## config.mk

```make
export PLATFORM = sky130hd
export DESIGN_NAME = quorum_leader_election
export DESIGN_NICKNAME = d
export VERILOG_FILES = /design/src/rtl/qle_pkg.sv /design/src/rtl/qle_ram.sv /design/src/rtl/qle_ctrl.sv /design/src/rtl/qle_datapath.sv /design/src/rtl/quorum_leader_election.sv
export VERILOG_INCLUDE_DIRS = /design/src /design/src/rtl
export SDC_FILE = /design/constraint.sdc
export NUM_CORES = 2
export LEC_CHECK = 0
export BUFFER_PORTS_ARGS = -buffer_cell sky130_fd_sc_hd__buf_2
export CAP_MARGIN = 15
export CORE_ASPECT_RATIO = 2
export CORE_MARGIN = 5
export CORE_UTILIZATION = 50
export CTS_CLUSTER_DIAMETER = 80
export DETAILED_ROUTE_END_ITERATION = 16
export GPL_TIMING_DRIVEN = 0
export PLACE_DENSITY_LB_ADDON = 0.12
export SLEW_MARGIN = 20
export SYNTH_ARGS = -nofsm -noshare
export SYNTH_HDL_FRONTEND = slang
export SYNTH_HIERARCHICAL = 1
export SYNTH_SLANG_ARGS = --single-unit
```

## constraint.sdc

```tcl
create_clock -name i_clk -period 13.1 [get_ports i_clk]
set_input_delay 0.655 -clock i_clk [delete_from_list [all_inputs] [get_ports i_clk]]
set_output_delay 0.655 -clock i_clk [all_outputs]
set_load 0.02 [all_outputs]
```

## src/rtl/quorum_leader_election_assert.svh

```systemverilog
// ----------------------------------------------------------------------------
// Quorum leader election assertion macros
// Concurrent checks on the election node. Defining NO_ASSERTIONS empties them.
// ----------------------------------------------------------------------------
`ifndef QUORUM_LEADER_ELECTION_ASSERT_SVH
`define QUORUM_LEADER_ELECTION_ASSERT_SVH
`ifndef NO_ASSERTIONS
// The consequent must hold in the same cycle as the antecedent.
`define QLE_ASSERT_SAME(label, clk, rst_n, ante, cons) \
    label: assert property (@(posedge clk) disable iff (!(rst_n)) (ante) |-> (cons)) \
        else $error("quorum_leader_election: same-cycle check failed");
// The consequent must hold in the cycle after the antecedent.
`define QLE_ASSERT_NEXT(label, clk, rst_n, ante, cons) \
    label: assert property (@(posedge clk) disable iff (!(rst_n)) (ante) |=> (cons)) \
        else $error("quorum_leader_election: next-cycle check failed");
`else
`define QLE_ASSERT_SAME(label, clk, rst_n, ante, cons)
`define QLE_ASSERT_NEXT(label, clk, rst_n, ante, cons)
`endif
`endif

```

## src/rtl/qle_pkg.sv

```systemverilog
// ----------------------------------------------------------------------------
// Quorum leader election package
// Widths, codes, state machine type and controller interface structs.
// ----------------------------------------------------------------------------
package qle_pkg;

    localparam int MAX_HOSTS = 16;
    localparam int IDX_W     = $clog2(MAX_HOSTS);
    localparam int CNT_W     = $clog2(MAX_HOSTS + 1);
    localparam int ID_W      = 64;
    localparam int HC_W      = 5;
    localparam int TO_W      = 8;
    localparam int MIDX_W    = 4;
    localparam int CFG_IDX_W = 2;

    localparam logic [HC_W-1:0] HOST_COUNT_RST = 5'd1;
    localparam logic [TO_W-1:0] TIMEOUT_RST    = 8'd5;

    localparam logic [CFG_IDX_W-1:0] CFG_MY_ID         = 2'd0;
    localparam logic [CFG_IDX_W-1:0] CFG_HOST_COUNT    = 2'd1;
    localparam logic [CFG_IDX_W-1:0] CFG_RESET_TIMEOUT = 2'd2;

    typedef enum logic [1:0] {
        KIND_ADVOCATE = 2'd0,
        KIND_OBEY     = 2'd1,
        KIND_TICK     = 2'd2,
        KIND_QUERY    = 2'd3
    } t_kind;

    typedef enum logic [1:0] {
        ROLE_CAMPAIGN = 2'd0,
        ROLE_FOLLOWER = 2'd1,
        ROLE_LEADER   = 2'd2
    } t_role;

    typedef enum logic [1:0] {
        EV_NONE    = 2'd0,
        EV_MASTER  = 2'd1,
        EV_SLAVE   = 2'd2,
        EV_RESTART = 2'd3
    } t_event;

    typedef enum logic [2:0] {
        ST_IDLE,
        ST_CHECK,
        ST_SCAN,
        ST_DRAIN,
        ST_COMMIT
    } t_state;

    typedef struct packed {
        logic load;
        logic scan_en;
        logic commit;
    } t_cmd;

    typedef struct packed {
        logic need_scan;
        logic addr_last;
        logic out_busy;
    } t_sts;

endpackage

```

## src/rtl/qle_ram.sv

```systemverilog
// ----------------------------------------------------------------------------
// Generic RAM
// One write port and one read port with registered read data.
// ----------------------------------------------------------------------------
module qle_ram #(
    parameter int WIDTH = 64,
    parameter int DEPTH = 16
) (
    input  logic                     i_clk,
    input  logic                     i_we,
    input  logic [$clog2(DEPTH)-1:0] i_waddr,
    input  logic [WIDTH-1:0]         i_wdata,
    input  logic [$clog2(DEPTH)-1:0] i_raddr,
    output logic [WIDTH-1:0]         o_rdata
);

    logic [WIDTH-1:0] r_mem [DEPTH];
    logic [WIDTH-1:0] r_rdata;

    always_ff @(posedge i_clk) begin
        if (i_we) begin
            r_mem[i_waddr] <= i_wdata;
        end
        r_rdata <= r_mem[i_raddr];
    end

    assign o_rdata = r_rdata;

endmodule

```

## src/rtl/qle_ctrl.sv

```systemverilog
// ----------------------------------------------------------------------------
// Quorum leader election controller
// Sequences capture, the duplicate-sender walk and the commit of one event.
// ----------------------------------------------------------------------------
module qle_ctrl (
    input  logic          i_clk,
    input  logic          i_rst_n,
    input  logic          i_in_valid,
    output logic          o_in_ready,
    input  qle_pkg::t_sts i_sts,
    output qle_pkg::t_cmd o_cmd
);

    qle_pkg::t_state r_state;
    qle_pkg::t_state n_state;

    always_ff @(posedge i_clk) begin
        if (!i_rst_n) begin
            r_state <= qle_pkg::ST_IDLE;
        end else begin
            r_state <= n_state;
        end
    end

    always_comb begin
        n_state = r_state;
        case (r_state)
            qle_pkg::ST_IDLE: begin
                if (i_in_valid) begin
                    n_state = qle_pkg::ST_CHECK;
                end
            end
            qle_pkg::ST_CHECK: begin
                n_state = i_sts.need_scan ? qle_pkg::ST_SCAN : qle_pkg::ST_COMMIT;
            end
            qle_pkg::ST_SCAN: begin
                if (i_sts.addr_last) begin
                    n_state = qle_pkg::ST_DRAIN;
                end
            end
            qle_pkg::ST_DRAIN: begin
                n_state = qle_pkg::ST_COMMIT;
            end
            qle_pkg::ST_COMMIT: begin
                if (!i_sts.out_busy) begin
                    n_state = qle_pkg::ST_IDLE;
                end
            end
            default: begin
                n_state = qle_pkg::ST_IDLE;
            end
        endcase
    end

    always_comb begin
        o_in_ready    = 1'b0;
        o_cmd.load    = 1'b0;
        o_cmd.scan_en = 1'b0;
        o_cmd.commit  = 1'b0;
        case (r_state)
            qle_pkg::ST_IDLE: begin
                o_in_ready = 1'b1;
                o_cmd.load = i_in_valid;
            end
            qle_pkg::ST_SCAN: begin
                o_cmd.scan_en = 1'b1;
            end
            qle_pkg::ST_COMMIT: begin
                o_cmd.commit = !i_sts.out_busy;
            end
            default: begin
                o_in_ready = 1'b0;
            end
        endcase
    end

endmodule

```

## src/rtl/qle_datapath.sv

```systemverilog
// ----------------------------------------------------------------------------
// Quorum leader election datapath
// Configuration, election state, advocate store and the result register.
// ----------------------------------------------------------------------------
module qle_datapath (
    input  logic                              i_clk,
    input  logic                              i_rst_n,
    input  logic                              i_cfg_we,
    input  logic [qle_pkg::CFG_IDX_W-1:0]     i_cfg_index,
    input  logic [qle_pkg::ID_W-1:0]          i_cfg_data,
    input  logic [1:0]                        i_kind,
    input  logic [qle_pkg::ID_W-1:0]          i_sender_id,
    input  logic [qle_pkg::ID_W-1:0]          i_candidate_id,
    input  logic [qle_pkg::MIDX_W-1:0]        i_master_index,
    input  qle_pkg::t_cmd                     i_cmd,
    output qle_pkg::t_sts                     o_sts,
    output logic                              o_out_valid,
    input  logic                              i_out_ready,
    output logic [1:0]                        o_role_now,
    output logic [1:0]                        o_role_event,
    output logic                              o_send_advocate,
    output logic [qle_pkg::ID_W-1:0]          o_advocated_id,
    output logic                              o_send_obey,
    output logic                              o_reply_master,
    output logic [qle_pkg::MIDX_W-1:0]        o_known_master
);

    // Configuration registers
    logic [qle_pkg::ID_W-1:0]   r_my_id;
    logic [qle_pkg::HC_W-1:0]   r_host_count;
    logic [qle_pkg::TO_W-1:0]   r_reset_timeout;

    // Captured request
    qle_pkg::t_kind             r_kind;
    logic [qle_pkg::ID_W-1:0]   r_sender;
    logic [qle_pkg::ID_W-1:0]   r_cand;
    logic [qle_pkg::MIDX_W-1:0] r_midx;

    // Election state
    qle_pkg::t_role             r_role;
    logic [qle_pkg::ID_W-1:0]   r_cur_cand;
    logic                       r_armed;
    logic [qle_pkg::TO_W-1:0]   r_remain;
    logic [qle_pkg::MAX_HOSTS-1:0] r_valid;
    logic [qle_pkg::CNT_W-1:0]  r_count;
    logic [qle_pkg::MIDX_W-1:0] r_master;

    qle_pkg::t_role             n_role;
    logic [qle_pkg::ID_W-1:0]   n_cur_cand;
    logic                       n_armed;
    logic [qle_pkg::TO_W-1:0]   n_remain;
    logic [qle_pkg::MAX_HOSTS-1:0] n_valid;
    logic [qle_pkg::CNT_W-1:0]  n_count;
    logic [qle_pkg::MIDX_W-1:0] n_master;
    qle_pkg::t_event            n_event;
    logic                       n_adv;
    logic                       n_obey;
    logic                       n_reply;

    // Duplicate walk
    logic [qle_pkg::IDX_W-1:0]  r_addr;
    logic                       r_cmp_vld;
    logic [qle_pkg::IDX_W-1:0]  r_cmp_idx;
    logic                       r_dup;
    logic [qle_pkg::ID_W-1:0]   w_rdata;
    logic                       w_hit;

    // Result register
    logic                       r_out_valid;
    qle_pkg::t_role             r_out_role;
    qle_pkg::t_event            r_out_event;
    logic                       r_out_adv;
    logic [qle_pkg::ID_W-1:0]   r_out_cand;
    logic                       r_out_obey;
    logic                       r_out_reply;
    logic [qle_pkg::MIDX_W-1:0] r_out_master;

    logic                       w_free_found;
    logic [qle_pkg::IDX_W-1:0]  w_free_idx;
    logic [qle_pkg::CNT_W-1:0]  w_quorum;
    logic                       w_add;

    always_ff @(posedge i_clk) begin
        if (!i_rst_n) begin
            r_my_id         <= '0;
            r_host_count    <= qle_pkg::HOST_COUNT_RST;
            r_reset_timeout <= qle_pkg::TIMEOUT_RST;
        end else if (i_cfg_we) begin
            case (i_cfg_index)
                qle_pkg::CFG_MY_ID:         r_my_id         <= i_cfg_data;
                qle_pkg::CFG_HOST_COUNT:    r_host_count    <= i_cfg_data[qle_pkg::HC_W-1:0];
                qle_pkg::CFG_RESET_TIMEOUT: r_reset_timeout <= i_cfg_data[qle_pkg::TO_W-1:0];
                default: begin
                end
            endcase
        end
    end

    always_ff @(posedge i_clk) begin
        if (i_cmd.load) begin
            r_kind   <= qle_pkg::t_kind'(i_kind);
            r_sender <= i_sender_id;
            r_cand   <= i_candidate_id;
            r_midx   <= i_master_index;
        end
    end

    qle_ram #(
        .WIDTH (qle_pkg::ID_W),
        .DEPTH (qle_pkg::MAX_HOSTS)
    ) u_adv_ram (
        .i_clk   (i_clk),
        .i_we    (i_cmd.commit && w_add),
        .i_waddr (w_free_idx),
        .i_wdata (r_sender),
        .i_raddr (r_addr),
        .o_rdata (w_rdata)
    );

    // Read data belongs to the address issued in the previous cycle.
    assign w_hit = r_cmp_vld && r_valid[r_cmp_idx] && (w_rdata == r_sender);

    always_ff @(posedge i_clk) begin
        if (!i_rst_n) begin
            r_addr    <= '0;
            r_cmp_vld <= 1'b0;
            r_dup     <= 1'b0;
        end else begin
            r_cmp_vld <= i_cmd.scan_en;
            if (i_cmd.load) begin
                r_addr <= '0;
                r_dup  <= 1'b0;
            end else begin
                if (i_cmd.scan_en) begin
                    r_addr <= r_addr + 1'b1;
                end
                if (w_hit) begin
                    r_dup <= 1'b1;
                end
            end
        end
    end

    always_ff @(posedge i_clk) begin
        r_cmp_idx <= r_addr;
    end

    // Lowest free slot of the advocate set.
    always_comb begin
        w_free_found = 1'b0;
        w_free_idx   = '0;
        for (int i = qle_pkg::MAX_HOSTS - 1; i >= 0; i--) begin
            if (!r_valid[i]) begin
                w_free_found = 1'b1;
                w_free_idx   = qle_pkg::IDX_W'(i);
            end
        end
    end

    assign w_quorum = {1'b0, r_host_count[qle_pkg::HC_W-1:1]} + qle_pkg::CNT_W'(1);

    assign w_add = (r_kind == qle_pkg::KIND_ADVOCATE) && (r_role == qle_pkg::ROLE_CAMPAIGN)
                   && (r_cand == r_my_id) && !r_dup && w_free_found;

    always_comb begin
        n_role     = r_role;
        n_cur_cand = r_cur_cand;
        n_armed    = r_armed;
        n_remain   = r_remain;
        n_valid    = r_valid;
        n_count    = r_count;
        n_master   = r_master;
        n_event    = qle_pkg::EV_NONE;
        n_adv      = 1'b0;
        n_obey     = 1'b0;
        n_reply    = 1'b0;
        case (r_kind)
            qle_pkg::KIND_ADVOCATE: begin
                if (r_role == qle_pkg::ROLE_CAMPAIGN) begin
                    if (r_cand < r_cur_cand) begin
                        n_cur_cand = r_cand;
                        n_armed    = 1'b1;
                        n_remain   = r_reset_timeout;
                    end
                    if (w_add) begin
                        n_valid[w_free_idx] = 1'b1;
                        n_count = r_count + 1'b1;
                        if (n_count >= w_quorum) begin
                            n_role   = qle_pkg::ROLE_LEADER;
                            n_master = '0;
                            n_event  = qle_pkg::EV_MASTER;
                        end
                    end
                end
            end
            qle_pkg::KIND_OBEY: begin
                n_armed  = 1'b1;
                n_remain = r_reset_timeout;
                if (r_role == qle_pkg::ROLE_CAMPAIGN) begin
                    n_role   = qle_pkg::ROLE_FOLLOWER;
                    n_master = r_midx;
                    n_event  = qle_pkg::EV_SLAVE;
                end
            end
            qle_pkg::KIND_TICK: begin
                if (r_armed) begin
                    if (r_remain <= qle_pkg::TO_W'(1)) begin
                        // Expiry: the election starts over from this node's own id.
                        n_armed    = 1'b0;
                        n_remain   = '0;
                        n_master   = '0;
                        n_cur_cand = r_my_id;
                        n_role     = qle_pkg::ROLE_CAMPAIGN;
                        n_valid    = '0;
                        n_count    = '0;
                        n_event    = qle_pkg::EV_RESTART;
                    end else begin
                        n_remain = r_remain - 1'b1;
                    end
                end
                n_obey = (n_role == qle_pkg::ROLE_LEADER);
                n_adv  = (n_role == qle_pkg::ROLE_CAMPAIGN);
            end
            qle_pkg::KIND_QUERY: begin
                n_reply = (r_role != qle_pkg::ROLE_CAMPAIGN);
            end
            default: begin
                n_event = qle_pkg::EV_NONE;
            end
        endcase
    end

    always_ff @(posedge i_clk) begin
        if (!i_rst_n) begin
            r_role     <= qle_pkg::ROLE_CAMPAIGN;
            r_cur_cand <= '0;
            r_armed    <= 1'b0;
            r_remain   <= '0;
            r_valid    <= '0;
            r_count    <= '0;
            r_master   <= '0;
        end else if (i_cmd.commit) begin
            r_role     <= n_role;
            r_cur_cand <= n_cur_cand;
            r_armed    <= n_armed;
            r_remain   <= n_remain;
            r_valid    <= n_valid;
            r_count    <= n_count;
            r_master   <= n_master;
        end
    end

    always_ff @(posedge i_clk) begin
        if (!i_rst_n) begin
            r_out_valid <= 1'b0;
        end else if (i_cmd.commit) begin
            r_out_valid <= 1'b1;
        end else if (i_out_ready) begin
            r_out_valid <= 1'b0;
        end
    end

    always_ff @(posedge i_clk) begin
        if (i_cmd.commit) begin
            r_out_role   <= n_role;
            r_out_event  <= n_event;
            r_out_adv    <= n_adv;
            r_out_cand   <= n_cur_cand;
            r_out_obey   <= n_obey;
            r_out_reply  <= n_reply;
            r_out_master <= n_master;
        end
    end

    assign o_sts.need_scan = (r_kind == qle_pkg::KIND_ADVOCATE)
                             && (r_role == qle_pkg::ROLE_CAMPAIGN) && (r_cand == r_my_id);
    assign o_sts.addr_last = (r_addr == qle_pkg::IDX_W'(qle_pkg::MAX_HOSTS - 1));
    assign o_sts.out_busy  = r_out_valid && !i_out_ready;

    assign o_out_valid     = r_out_valid;
    assign o_role_now      = r_out_role;
    assign o_role_event    = r_out_event;
    assign o_send_advocate = r_out_adv;
    assign o_advocated_id  = r_out_cand;
    assign o_send_obey     = r_out_obey;
    assign o_reply_master  = r_out_reply;
    assign o_known_master  = r_out_master;

endmodule

```

## src/rtl/quorum_leader_election.sv

```systemverilog
// ----------------------------------------------------------------------------
// Quorum leader election node
// Lowest-id election with a majority of distinct advocates making a master.
// ----------------------------------------------------------------------------
// Usage:
//   Events enter on the request channel (i_in_valid / o_in_ready): advocate,
//   obey, tick or want-master query. Each request yields exactly one result
//   on the output channel (o_out_valid / i_out_ready).
//   Configuration (own id, host count, expiry timeout) is written through
//   i_cfg_we / i_cfg_index / i_cfg_data while no request is in flight.
//   Steps: each request is captured, checked and committed. An advocate for
//   this node's own id, while the node is still electing, first walks the
//   16-entry advocate store, one entry a cycle, then drains the last read
//   before its commit.
//   One request is worked on at a time; the next can be accepted once its
//   result is registered, even while that waits.
//   When the receiver stalls, a finished request waits in its commit step
//   until the result register frees.
//   Reset: role electing, candidate 0, timer disarmed, advocate set empty,
//   configuration back to id 0, one host and a timeout of 5 ticks.
// ----------------------------------------------------------------------------
module quorum_leader_election (
    input  logic                          i_clk,
    input  logic                          i_rst_n,
    input  logic                          i_cfg_we,
    input  logic [qle_pkg::CFG_IDX_W-1:0] i_cfg_index,
    input  logic [qle_pkg::ID_W-1:0]      i_cfg_data,
    input  logic                          i_in_valid,
    output logic                          o_in_ready,
    input  logic [1:0]                    i_kind,
    input  logic [qle_pkg::ID_W-1:0]      i_sender_id,
    input  logic [qle_pkg::ID_W-1:0]      i_candidate_id,
    input  logic [qle_pkg::MIDX_W-1:0]    i_master_index,
    output logic                          o_out_valid,
    input  logic                          i_out_ready,
    output logic [1:0]                    o_role_now,
    output logic [1:0]                    o_role_event,
    output logic                          o_send_advocate,
    output logic [qle_pkg::ID_W-1:0]      o_advocated_id,
    output logic                          o_send_obey,
    output logic                          o_reply_master,
    output logic [qle_pkg::MIDX_W-1:0]    o_known_master
);

    `include "quorum_leader_election_assert.svh"

    qle_pkg::t_cmd w_cmd;
    qle_pkg::t_sts w_sts;

    qle_ctrl u_ctrl (
        .i_clk      (i_clk),
        .i_rst_n    (i_rst_n),
        .i_in_valid (i_in_valid),
        .o_in_ready (o_in_ready),
        .i_sts      (w_sts),
        .o_cmd      (w_cmd)
    );

    qle_datapath u_datapath (
        .i_clk           (i_clk),
        .i_rst_n         (i_rst_n),
        .i_cfg_we        (i_cfg_we),
        .i_cfg_index     (i_cfg_index),
        .i_cfg_data      (i_cfg_data),
        .i_kind          (i_kind),
        .i_sender_id     (i_sender_id),
        .i_candidate_id  (i_candidate_id),
        .i_master_index  (i_master_index),
        .i_cmd           (w_cmd),
        .o_sts           (w_sts),
        .o_out_valid     (o_out_valid),
        .i_out_ready     (i_out_ready),
        .o_role_now      (o_role_now),
        .o_role_event    (o_role_event),
        .o_send_advocate (o_send_advocate),
        .o_advocated_id  (o_advocated_id),
        .o_send_obey     (o_send_obey),
        .o_reply_master  (o_reply_master),
        .o_known_master  (o_known_master)
    );

    // A request that has just been accepted blocks the next until it commits.
    `QLE_ASSERT_NEXT(a_busy_after_accept, i_clk, i_rst_n, i_in_valid && o_in_ready, !o_in_ready)
    // A commit always leaves a result waiting for the receiver.
    `QLE_ASSERT_NEXT(a_commit_gives_result, i_clk, i_rst_n, w_cmd.commit, o_out_valid)
    // Becoming master is reported only with the master role.
    `QLE_ASSERT_SAME(a_master_event_role, i_clk, i_rst_n,
        o_out_valid && (o_role_event == qle_pkg::EV_MASTER), o_role_now == qle_pkg::ROLE_LEADER)
    // Only a master asks for an obey broadcast, and never together with an advocate one.
    `QLE_ASSERT_SAME(a_obey_only_master, i_clk, i_rst_n, o_out_valid && o_send_obey,
        (o_role_now == qle_pkg::ROLE_LEADER) && !o_send_advocate)

endmodule

```

==> metrics list <==
- Count of routing violations after the opening detailed-route iteration: 2508
- The synthesized netlist devotes 1.93% of its cell area to XOR and XNOR gates.
- Synthesized-area fraction occupied by ao, oa, aoi and oai cells: 8.19%
* Area of the die: 0.125 mm^2
- For the pin with the worst max-slew slack, the measured transition is 1.17 ns.
- The finished cells cover 0.0680 mm^2.
- 1st-pass router iterations: 6
- Main combinational cell family by area after synthesis: multiplexers
* Register area share after synthesis: 71.8%
- The cell count after synthesis came out at 3364.
- Post-Route WL: 170 mm
* Initial core utilization: 50.4%
- Max capacitance violation total: 0
* DR vias: 33323
- At the later pin of the worst-skew pair, clock insertion delay measures 0.76 ns.
- The first global-routing pass estimated 242 mm of wire.
- Number of clock sinks: 1487
- Summing all multi-input logic gate instances after layout gives 0.0155 mm^2.
- CTS Buf Count: 133
- Setup crit start: u_datapath/r_cand[48]
- Max FO, Critical Path: 7
- TritonCTS built the clock tree.
- Final GP Congestion: 0.945
* Largest cells by area after synthesis: edfxtp_1, mux4_2, dfxtp_1, o22a_1, nand2_1
- CTS built an H-tree with a depth of 4.
- The count of endpoints failing hold in the final timing report is 0.
* DRC violations left: 0
- STA classifies the critical path startpoint as a register.
- Area growth from synthesis to layout: 15.8%
- Min Tclk post-route: 6.03 ns
- HP Start: i_candidate_id[27]
- In this run the standard cell core region covers 0.116 mm^2.
* Placed standard-cell area: 0.0638 mm^2
- Netlist area before placement: 0.0587 mm^2
* Asr flop ratio synth: 0%
- STA puts the critical path data required time at 13.56 ns.
- Number of resized instances in the post-cts repair step: 0
- The worst register-to-register path begins at u_datapath/r_cand[48].
- The number of nets in the synthesized netlist is 3642.
- Commonest cells in the synthesized netlist: edfxtp_1, nand2_1, mux4_2, dfxtp_1, a22oi_1
* Cell type with the largest total area after synthesis: edfxtp_1
- Using the TritonRoute via totals, the vias-per-cell ratio works out to 6.04.
* Number of standard cells in the final layout excluding fillers: 5518
- Class of the tightest hold or removal check: in2reg
- edfxtp_1 is the most common cell in the netlist.
- STA classifies the critical path endpoint as a register.
- Residual overflow from global routing: 0
- Clock skew on the completed layout was measured at 0.0275 ns.
- Total number of placement rows: 177
* IO Count: 282
* Sequential Area: 0.0421 mm^2
* Post-CTS Hold Buffers: 0
- Yosys printed 6 warnings.
* Clock transition at the registers of the reported paths: 0.06 ns
* Outcome: finished clean
* Buffers inserted during post-CTS setup optimization: 0
- After Yosys synthesis, full adders, half adders and majority gates account for 1.56% of the synthesized area.
- The tree is rooted in a clkbuf_16.
* Share of post-route cells with drive strength above 1: 23.8%
- The via count of the first global-routing pass came to 34693.
- Each instance of the synthesized netlist takes up on average 17.4 um^2.
- The HPWL after detailed placement is 126 mm.
- Maximum number of pins on one net before global-route repair: 46
- Data arrival time of the critical path: 6.50 ns
* Post-route ant nets: 0
* Fillers: 9037
- The initial antenna violation count came to 8.
- Area fraction of the dominant cell type after synthesis: 63.1%
- Net total in the final layout: 4166
* Final-report max-slew violation count: 0
- Power spread over the standard cell area amounts to 142 mW/mm^2.
* Drt wl/cell: 30.8 um
- Remaining max-slew budget at the tightest pin: 21.4%
* Highest clock frequency the design can meet: 0.166 GHz
- Count of placed standard cells including taps: 5274
* Y dimension of the die: 494 um
- After synthesis, the share of cell area in mux cells is 10.4%.
- Overall routing resource usage: 27.0%
- Setup repair after global routing left no endpoint under its margin.
* Post-synth top flop: edfxtp_1
- Number of synthesized flops with an enable pin: 1233
- Maximum count of clock buffers along a single path: 3
* Quantity of I/O buffers inserted on ports: 281
- Simple-gate area share of the yosys netlist: 4.14%
* Period utilisation layout: 46.1%
- The worst-case IR drop observed on VDD is 0.128 mV.
* Die span in x: 252 um
- Leakage Power: 0.0226 uW
- Final setup violating endpoints: 0
* Yosys cell types: 84
- The critical path in this run is classified as reg2reg.
- In this run, synthesis produced a sequential element count of 1487.
[path summary, 6_finish.rpt]
path | slack, ns | endpoint | cells past startpoint
setup / recovery | 7.07 | u_datapath/u_adv_ram/r_mem[4][21] | 12
hold / removal | 0.07 | u_datapath/r_cand[27] | 1
setup reg to reg | 7.07 | u_datapath/u_adv_ram/r_mem[4][21] | 12
hold reg to reg | 0.42 | u_datapath/r_cmp_idx[0] | 0
[cells by family after synthesis]
logic type                 after synthesis
buffers and inverters                  269
adders and majority gates               73
DFF                                   1487
AOI/OAI and AO/OA                      616
xor gates and xnor gates               129
muxes                                  283
and+or+nand+nor                        507
[routing by layer]
layer / up-vias / track usage, % / part of all wire [%]
li1: 14518 / - / -
met1: 17121 / 28.2 / 33
met2: 1260 / 50.9 / 55
met3: 414 / 3.89 / 5.0
met4: 10 / 16.2 / 7.2
met5: - / 0 / 0.041
[power by group]
group          switching, uW  leakage (uW)  internal, uW
Sequential               142        0.0133          5260
Combinational            322       0.00735           170
Clock                   1730       0.00201          2060
[worst max-delay path, stage by stage (launching register included)]
cell	delay (ns)
edfxtp_1	0.47
xnor2_1	0.68
nand4_1	0.48
nor3_1	0.85
nand4_1	0.50
nor4_1	0.78
nand3b_1	0.47
nor3_2	0.38
buf_4	0.27
buf_4	0.22
buf_4	0.21
buf_4	0.20
buf_4	0.21
[area by class of cell]
type	instances	area share, %
sequential	1487	62.0
multi-input combinational	1608	22.8
clock buffer	177	5.28
timing repair buffer	389	4.59
tap	1521	2.80
buffer	172	1.22
clock inverter	65	0.795
inverter	97	0.536
antenna	2	0.00736
[per-stage QoR]
stage               worst slack, ns  power, uW  TNS (ns)  hold WS [ns]  utilization, %
floorplan                     0.619       5720         0         0.389               -
global placement              -9.84       5990  -6567.34         0.411            53.2
detailed placement             7.07       5990         0         0.413            54.8
CTS                            7.05       9750         0       0.00856            58.3
global route                   7.03       9980         0        0.0294            58.3
finish                         7.07       9680         0        0.0689            58.3
[sequential cells by signal, summed over array words and instances, names as in the netlist, 5 cells and up]
signal                        count
u_datapath/r_reset_timeout        8
u_datapath/r_cur_cand            64
u_datapath/u_adv_ram/r_mem     1024
u_datapath/r_cand                64
u_datapath/u_adv_ram/o_rdata     64
u_datapath/o_advocated_id        64
u_datapath/r_count                5
u_datapath/r_valid               16
u_datapath/r_remain               8
u_datapath/r_my_id               64
u_datapath/r_sender              64
[cells in the final DEF, fill, tap and decap left out, types with 21 or more instances in the layout]
cell type | netlist | layout
buf_2 | 30 | 313
nor2_1 | 39 | 26
a22oi_1 | 131 | 131
ha_1 | 73 | 73
a21o_1 | 55 | 55
nor2b_1 | 24 | 24
buf_1 | 24 | 24
nand2b_1 | 23 | 23
buf_12 | 0 | 21
clkbuf_16 | 0 | 134
dfxtp_1 | 254 | 254
buf_6 | 15 | 23
mux4_2 | 260 | 260
buf_16 | 0 | 30
xor2_1 | 41 | 41
clkbuf_1 | 96 | 131
a22o_1 | 50 | 50
edfxtp_1 | 1233 | 1233
nand3_1 | 21 | 21
xnor2_1 | 88 | 88
o21ai_0 | 30 | 30
inv_1 | 96 | 96
nand4_1 | 52 | 52
o22a_1 | 122 | 122
buf_4 | 6 | 51
nand2_1 | 267 | 267
mux2i_1 | 22 | 22
a21boi_0 | 68 | 68
clkinv_1 | 0 | 25
a21oi_1 | 44 | 44
Power figures use the tool's default switching activity.
